===== src/hw/rtl/tbq_pkg.sv =====
// ----------------------------------------------------------------------------
// Timestamped buffer queue package
// Widths, request and error codes and the ring entry type.
// ----------------------------------------------------------------------------
`default_nettype none

package tbq_pkg;

    localparam int QUEUE_DEPTH_DEF = 64;

    localparam int HANDLE_W = 16;
    localparam int STAMP_W  = 32;
    localparam int BYTES_W  = 24;
    localparam int TOTAL_W  = 30;
    localparam int SPAN_W   = 32;

    localparam logic [TOTAL_W-1:0] TOTAL_MAX = {TOTAL_W{1'b1}};

    typedef enum logic [1:0] {
        REQ_PUSH  = 2'd0,
        REQ_POP   = 2'd1,
        REQ_CLEAR = 2'd2
    } req_type_t;

    typedef enum logic [1:0] {
        ERR_OK    = 2'd0,
        ERR_FULL  = 2'd1,
        ERR_EMPTY = 2'd2
    } err_t;

    typedef struct packed {
        logic [HANDLE_W-1:0] handle;
        logic [STAMP_W-1:0]  stamp;
        logic [BYTES_W-1:0]  size;
        logic                in_order;
    } entry_t;

endpackage

`default_nettype wire


===== src/hw/rtl/tbq_entry_ram.sv =====
// ----------------------------------------------------------------------------
// Entry ring memory
// Descriptor ring, one write port and one registered read port with
// write-to-read forwarding.
// ----------------------------------------------------------------------------
`default_nettype none

module tbq_entry_ram #(
    parameter int DEPTH  = tbq_pkg::QUEUE_DEPTH_DEF,
    parameter int ADDR_W = $clog2(DEPTH)
) (
    input  logic                   clk,
    input  logic                   wr_en,
    input  logic [ADDR_W-1:0]      wr_addr,
    input  tbq_pkg::entry_t        wr_data,
    input  logic [ADDR_W-1:0]      rd_addr,
    output tbq_pkg::entry_t        rd_data
);

    tbq_pkg::entry_t mem [DEPTH];
    tbq_pkg::entry_t rd_data_reg;

    always_ff @(posedge clk)
    begin
        if (wr_en)
        begin
            mem[wr_addr] <= wr_data;
        end
        if (wr_en && (wr_addr == rd_addr))
        begin
            rd_data_reg <= wr_data;
        end
        else
        begin
            rd_data_reg <= mem[rd_addr];
        end
    end

    assign rd_data = rd_data_reg;

endmodule

`default_nettype wire


===== config.mk =====
export PLATFORM = sky130hd
export DESIGN_NAME = tbq_entry_ram
export DESIGN_NICKNAME = d
export VERILOG_FILES = /design/src/hw/rtl/tbq_pkg.sv /design/src/hw/rtl/tbq_entry_ram.sv
export SDC_FILE = /design/constraint.sdc
export NUM_CORES = 2
export LEC_CHECK = 0
export ABC_AREA = 0
export BUFFER_PORTS_ARGS = -buffer_cell sky130_fd_sc_hd__buf_2
export CAP_MARGIN = 20
export CORE_UTILIZATION = 58
export DETAILED_ROUTE_END_ITERATION = 12
export GPL_ROUTABILITY_DRIVEN = 0
export PLACE_DENSITY = 0.74
export RECOVER_POWER = 50
export REMOVE_ABC_BUFFERS = 1
export SETUP_SLACK_MARGIN = 0.1
export SYNTH_ARGS = -nofsm -noshare
export SYNTH_HDL_FRONTEND = slang
export SYNTH_MEMORY_MAX_BITS = 65536
export SYNTH_SLANG_ARGS = --single-unit

===== constraint.sdc =====
create_clock -name clk -period 17.5 [get_ports clk]
set_input_delay 1.75 -clock clk [delete_from_list [all_inputs] [get_ports clk]]
set_output_delay 1.75 -clock clk [all_outputs]
set_load 0.1 [all_outputs]

==> run metrics <==
IO Port Bufs about 160; Place WS roughly 10 ns; post-route ant nets 0; critical path's largest stage delay roughly 0.89 ns; Seq/Total Area, Yosys 0.797; post-synthesis cell type count 39; Cell Rows between 200 and 250; FF/Latch Area around 0.14 mm²; Slew Viols, Final roughly 4700; total track usage 0.317; Post-route DRC 0; ys async rst share 0; initial core utilization 0.582; die area just over 0.3 mm²; Worst setup SP type register; largest register by flop count mem; CP Data Required Time around 16 ns; Final Hold Fails 0; Filler cells ~19000; critical path class reg -> out; Syn Inst Count between 7000 and 8000; # IOs 160; maximum clock frequency 122 MHz; Pleak 60.4 nW; Crit. End Element output port; vias in the first global route around 88000; Core Area slightly above 0.3 mm²; vias per cell 7.21; chip height 553 µm; # nets final approximately 8000; Post-synth EDFFs ~4700; GR Overflow Total 0; Worst VDD drop between 0.1 and 0.15 mV; Die Wd roughly 550 µm; cell with the most instances after synthesis edfxtp_1; hold-fix buffers at CTS 0; routed via count around 88000; clock buffer depth 4; top flop regs mem x4672; ranking of synthesized cells by area edfxtp_1, mux4_2, o22ai_1; max reg flops 4672; largest net degree at the start of global routing approximately 150; CTS tree built; Hold Crit Class in -> reg; DP Wirelength ~230 mm; Synth area leader edfxtp_1; Area Growth Syn to Fin 11.5%; H-tree depth 5; Min Hold Slack roughly 0.86 ns; Multi-input gate area around 0.034 mm²; commonest cells in the netlist edfxtp_1, mux4_2, o22ai_1, clkbuf_1, mux2i_1; final setup fails 0; minimum clock period between 8 and 9 ns; violated checks capacitance limit, slew limit; drt pass-1 iters 6; Synth Area per Inst ~23 µm²; DRT Wirelength a little under 500 mm; worst-margin pin slew about 2.7 ns; clock slew at reported path FFs approximately 0.06 ns; Post-Syn Area 0.176 mm²; CTS buffer count 447; initial antenna violation count 33; RSZ-0062 raised after global routing no; clock sinks 4678; FF+latch count, synth around 4700; layout cell share with drive strength beyond 1 0.254; status finished, violations left; first-pass GRT wire length around 670 mm; total power divided by cell area 118 mW/mm²; Synth top area share 0.796; initial DRC count 14914; CP max-delay cell buf_4; WL/cell between 30 and 40 µm; Crit Path Max Fanout between 60 and 70; arrival time at the worst endpoint 6.42 ns; CP Cell Sequence buf_4, buf_4, buf_4, mux4_2, o22ai_1, nor4_1, o22a_1, buf_2; Setup Fix Bufs, Post-CTS 0; cell mode on critical path buf_4; Top FF cell, synth edfxtp_1; post-CTS sizing 0; post-route setup slack 9.33 ns; Final period util 0.467; Slew headroom -0.801; yosys warns 0; max_cap viols 73; root buf cell clkbuf_16
path summary, 6_finish.rpt:
kind,start,end,cells after the start
worst min-delay path,rd_addr[4],register,1
worst max-delay path,register,rd_data[20],8
report_power, final:
part / switching, mW / internal, mW / total (mW)
logic: 0.830 / 0.367 / 1.20
clock network: 4.16 / 5.32 / 9.48
registers: 0.0293 / 12.4 / 12.5
total: 5.02 / 18.1 / 23.1
stage by stage:
step | area (µm²) | util | instances | total power [mW] | setup TNS, ns
3_3_place_gp | 182000 | 0.602 | 11420 | 13.8 | 0
5_1_grt | 196000 | 0.650 | 12240 | 23.6 | 0
6_report | 197000 | 0.650 | 12255 | 23.1 | 0
3_5_place_dp | 182000 | 0.602 | 11422 | 13.9 | 0
4_1_cts | 197000 | 0.650 | 12236 | 23.2 | 0
2_1_floorplan | 174000 | - | 7079 | 14.3 | -2612.09
logic make-up after synthesis:
group,after synthesis,synth area share
flip-flops,4678,0.797
multiplexers,1246,0.150
AO/OA/AOI/OAI,717,0.0281
buffers and inverters,440,0.0126
AND/OR/NAND/NOR,437,0.0129
cell type report:
| cell class | count | area share |
|---|---|---|
| Inverter | 1 | 0.0000255 |
| Timing Repair Buffer | 366 | 0.0130 |
| Tap cell | 3978 | 0.0253 |
| Clock inverter | 271 | 0.0146 |
| Multi-Input combinational cell | 2400 | 0.174 |
| Sequential cell | 4678 | 0.715 |
| Clock buffer | 543 | 0.0587 |
| Antenna cell | 18 | 0.000229 |
layer usage:
metal  GRT usage  routed length [µm]  vias up  share of wire
li1            -                   -    33295              -
met5           0                 122        -        0.00025
met1       0.424              160000    46122           0.33
met2       0.504              230000     7372           0.48
met3      0.0715               66600     1511           0.14
met4       0.147               27200       20          0.056
layout by cell type (no fill, tap or decap), types with 41 or more instances in the layout:
cell type	netlist	layout
mux4_2	1109	1109
clkbuf_16	0	447
o22ai_1	385	385
mux2i_1	135	135
bufinv_16	0	41
clkinv_2	0	69
nor4_1	59	58
buf_4	64	185
clkinv_1	0	117
o22a_1	59	59
edfxtp_1	4672	4672
a22oi_1	69	69
buf_2	102	82
nor3_1	106	104
nor2_4	0	57
nor2b_1	91	89
a211oi_1	114	114
clkbuf_1	214	173
worst max-delay path, delay by kind of cell (launching register included):
kind	cells	cell delay, ns
AO/OA/AOI/OAI	2	0.57
AND/OR/NAND/NOR	1	0.54
buffers and inverters	4	3.08
flip-flops	1	0.66
multiplexers	1	0.37
No activity file was read; power rests on OpenSTA's default activity.
