<file path="config.mk">
export PLATFORM = sky130hd
export DESIGN_NAME = tbq_stamp_ram
export DESIGN_NICKNAME = d
export VERILOG_FILES = /design/src/hw/rtl/tbq_pkg.sv /design/src/hw/rtl/tbq_stamp_ram.sv
export SDC_FILE = /design/constraint.sdc
export NUM_CORES = 2
export LEC_CHECK = 0
export BUFFER_PORTS_ARGS = -buffer_cell sky130_fd_sc_hd__buf_2
export CAP_MARGIN = 20
export CORE_MARGIN = 3
export CORE_UTILIZATION = 60
export CTS_BUF_LIST = sky130_fd_sc_hd__clkbuf_4
export CTS_CLUSTER_SIZE = 10
export DETAILED_ROUTE_END_ITERATION = 12
export PLACE_DENSITY = 0.88
export RECOVER_POWER = 100
export SLEW_MARGIN = 30
export SYNTH_ARGS = -nofsm -noshare
export SYNTH_HDL_FRONTEND = slang
export SYNTH_SLANG_ARGS = --single-unit
</file>
<file path="constraint.sdc">
create_clock -name clk -period 7.85 [get_ports clk]
set_clock_uncertainty 0.1 [all_clocks]
set_input_delay 0.3925 -clock clk [delete_from_list [all_inputs] [get_ports clk]]
set_output_delay 0.3925 -clock clk [all_outputs]
set_load 0.05 [all_outputs]
</file>
<file path="src/hw/rtl/tbq_pkg.sv">
// ----------------------------------------------------------------------------
// Timestamped buffer queue package
// Widths, request and error codes and the ring entry type.
// ----------------------------------------------------------------------------
`default_nettype none

package tbq_pkg;

    localparam int QUEUE_DEPTH_DEF = 64;

    localparam int HANDLE_W = 16;
    localparam int STAMP_W  = 32;
    localparam int BYTES_W  = 24;
    localparam int TOTAL_W  = 30;
    localparam int SPAN_W   = 32;

    localparam logic [TOTAL_W-1:0] TOTAL_MAX = {TOTAL_W{1'b1}};

    typedef enum logic [1:0] {
        REQ_PUSH  = 2'd0,
        REQ_POP   = 2'd1,
        REQ_CLEAR = 2'd2
    } req_type_t;

    typedef enum logic [1:0] {
        ERR_OK    = 2'd0,
        ERR_FULL  = 2'd1,
        ERR_EMPTY = 2'd2
    } err_t;

    typedef struct packed {
        logic [HANDLE_W-1:0] handle;
        logic [STAMP_W-1:0]  stamp;
        logic [BYTES_W-1:0]  size;
        logic                in_order;
    } entry_t;

endpackage

`default_nettype wire

</file>
<file path="src/hw/rtl/tbq_stamp_ram.sv">
// ----------------------------------------------------------------------------
// In-order timestamp ring memory
// Side ring, one write port and two registered read ports with
// write-to-read forwarding.
// ----------------------------------------------------------------------------
`default_nettype none

module tbq_stamp_ram #(
    parameter int DEPTH  = tbq_pkg::QUEUE_DEPTH_DEF,
    parameter int ADDR_W = $clog2(DEPTH)
) (
    input  logic                         clk,
    input  logic                         wr_en,
    input  logic [ADDR_W-1:0]            wr_addr,
    input  logic [tbq_pkg::STAMP_W-1:0]  wr_data,
    input  logic [ADDR_W-1:0]            rd_addr0,
    input  logic [ADDR_W-1:0]            rd_addr1,
    output logic [tbq_pkg::STAMP_W-1:0]  rd_data0,
    output logic [tbq_pkg::STAMP_W-1:0]  rd_data1
);

    logic [tbq_pkg::STAMP_W-1:0] mem [DEPTH];
    logic [tbq_pkg::STAMP_W-1:0] rd0_reg;
    logic [tbq_pkg::STAMP_W-1:0] rd1_reg;

    always_ff @(posedge clk)
    begin
        if (wr_en)
        begin
            mem[wr_addr] <= wr_data;
        end
        if (wr_en && (wr_addr == rd_addr0))
        begin
            rd0_reg <= wr_data;
        end
        else
        begin
            rd0_reg <= mem[rd_addr0];
        end
        if (wr_en && (wr_addr == rd_addr1))
        begin
            rd1_reg <= wr_data;
        end
        else
        begin
            rd1_reg <= mem[rd_addr1];
        end
    end

    assign rd_data0 = rd0_reg;
    assign rd_data1 = rd1_reg;

endmodule

`default_nettype wire

</file>
==> results.json <==
{
  "cts_max_level": 6,
  "ys_seq_elements": 2060,
  "worstPathMaxFanout": 51,
  "period_share_pct": 84.43,
  "finalHoldWorstSlack_ns": -0.04873,
  "clock-sinks": 2060,
  "final-hold-violation-count": 1,
  "critical_path_arrival_ns": 6.13,
  "place_area_sq_um": 97820,
  "fillers": 9275,
  "hpwlAfterDp_um": 159800,
  "clk_pin_slew_ns": 0.07,
  "die_x_um": 403.1,
  "worst_slack_ns": 1.223,
  "cap_viol_max_count": 117,
  "syn_nets": 4412,
  "avgSynthCellArea_sq_um": 21.70,
  "num-nets-final": 4914,
  "numPortBuffers": 115,
  "drt-wirelength-per-cell_um": 40.01,
  "pwr_density_cell_nw_per_um2": 225.0,
  "crit_path_start_kind": "flip-flop",
  "ant_nets": 0,
  "vdd_drop_max_mv": 0.1661,
  "drt_iter0_markers": 10660,
  "syn_area_sq_um": 94620,
  "clk_path_buf_depth": 4,
  "rsz0062_at_grt": "no",
  "postCtsSetupRepairBufs": 0,
  "grt_pass1_wl_um": 413500,
  "grt_start_max_net_pins": 114,
  "first_pass_iters": 6,
  "finish.instance_area_sq_um": 104500,
  "drive_gt1_share_pct": 40.68,
  "cp.required_ns": 7.36,
  "grt_pass1_vias": 58680,
  "overflow": 0,
  "dieArea_sq_um": 162500,
  "async_reset_ff_share_pct": 0,
  "largest_reg_flops": 2048,
  "cts_root_buffer": "clkbuf_4",
  "antenna_found_initial": 34,
  "finalSetupViolCount": 0,
  "synth_edf_count": 2048,
  "start_util_pct": 60.50,
  "status": "complete, but fails checks",
  "synth_cell_types": 38,
  "area_delta_synth_final_pct": 10.46,
  "path_class": "flip-flop to primary output",
  "cts_resized": 0,
  "leakage_nw": 32.98,
  "post-route-min-period_ns": 6.627,
  "slew_headroom_pct": -177.9,
  "io_pins": 116,
  "reg_top3": "mem (2048)",
  "numCtsBuffers": 531,
  "cts_hold_buffers": 67,
  "cts_tree": "done",
  "setup_tns_ns": 0,
  "core.rowCount": 145,
  "viasPerCell": 7.743,
  "ys_warn_count": 0,
  "grt_util_all_layers_pct": 36.30,
  "endpoint_kind": "primary output",
  "drt_wl_total_um": 291700,
  "worstMarginPinSlew_ns": 4.169,
  "violations": "hold timing, capacitance limit, slew limit",
  "ys_seq_area_share_pct": 65.25,
  "core_area_sq_um": 156400,
  "synthFlopType": "edfxtp_1",
  "synth_top_area_share_pct": 65.00,
  "finalMaxSlewViolations": 4350,
  "layout_common_cells": "2048 x edfxtp_1, 1124 x mux4_2, 741 x clkbuf_4",
  "synthCells": 4360,
  "regMostFlops": "mem",
  "vias": 56440,
  "synth_area_leaders": "edfxtp_1 65%, mux4_2 27%, mux2i_1 2.2%",
  "layout_commonest_cell": "edfxtp_1",
  "yosysTopAreaCell": "edfxtp_1",
  "place_ws_ns": 3.424,
  "fp.dieH_um": 403.1,
  "drc": 0,
  "gp_congestion": 0.8719,
  "clock.fmax_ghz": 0.1509,
  "hp-class": "input port to flip-flop"
}
where the power goes:
part | switching [W] | internal, W | total, W | leakage, nW
sequential | 0.0000865 | 0.0122 | 0.0123 | 18.5
clock | 0.00434 | 0.00473 | 0.00908 | 3.84
combinational | 0.00134 | 0.000816 | 0.00216 | 10.6
worst max-delay path: stages (launching register included):
cell and delay [ns]:
dfxtp_4 0.68, clkbuf_2 1.37, mux4_2 0.46, mux2i_1 0.08, mux2i_1 0.68, nor2_1 0.09
o22ai_1 0.90, buf_2 0.43
cells by family after synthesis:
family / synth area share (%)
AOI/OAI and AO/OA: 2.419
buffers and inverters: 1.846
and+or+nand+nor: 1.145
DFF: 65.25
muxes: 29.34
routing by layer:
layer / vias up / GRT usage, % / part of all wire, %
met2: 6126 / 52.53 / 45
met4: 36 / 22.54 / 7.2
li1: 20690 / - / -
met5: - / 0.5947 / 0.20
met3: 1510 / 16.77 / 19
met1: 28080 / 44.86 / 29
synthesized netlist by cell type, drive strengths merged, types with 9 or more instances:
cell,instances
o32a,9
o21ai,49
a211oi,15
mux4,1124
a221oi,13
clkbuf,135
mux2i,204
o221ai,16
edfxtp,2048
mux2,36
o22ai,56
nor2b,19
a32oi,9
a21oi,58
dfxtp,12
a22oi,85
nand3,9
buf,212
o211ai,27
nor2,94
nand2,93
stage by stage:
stage          std cells  utilization [%]  total power (W)
2_1_floorplan       4360                -          0.01380
3_3_place_gp        6312            62.50          0.01448
3_5_place_dp        6316            62.55          0.01454
4_1_cts             7263            67.10          0.02345
5_1_grt             7272            66.80          0.02418
6_report            7290            66.83          0.02352
cell type report:
type                    instances  area, sq um  share of cell area [%]
repair buffers                316         2161                   2.067
multi-input cells            1952        31510                   30.14
diodes                         23        57.56                 0.05507
well taps                    2058         2575                   2.464
clock inverters               140        882.1                  0.8440
clock buffers                 740         5555                   5.315
inverters                       1        3.754                0.003591
flip-flops and latches       2060        61770                   59.11
final timing paths:
check,end,startpoint,depth (start not counted),slack [ns]
worst min-delay path,mem[9][21],wr_addr[4],4,-0.05
worst max-delay path,rd_data1[14],flip-flop,7,1.22
Note: power is estimated with default switching activity, not from simulation.
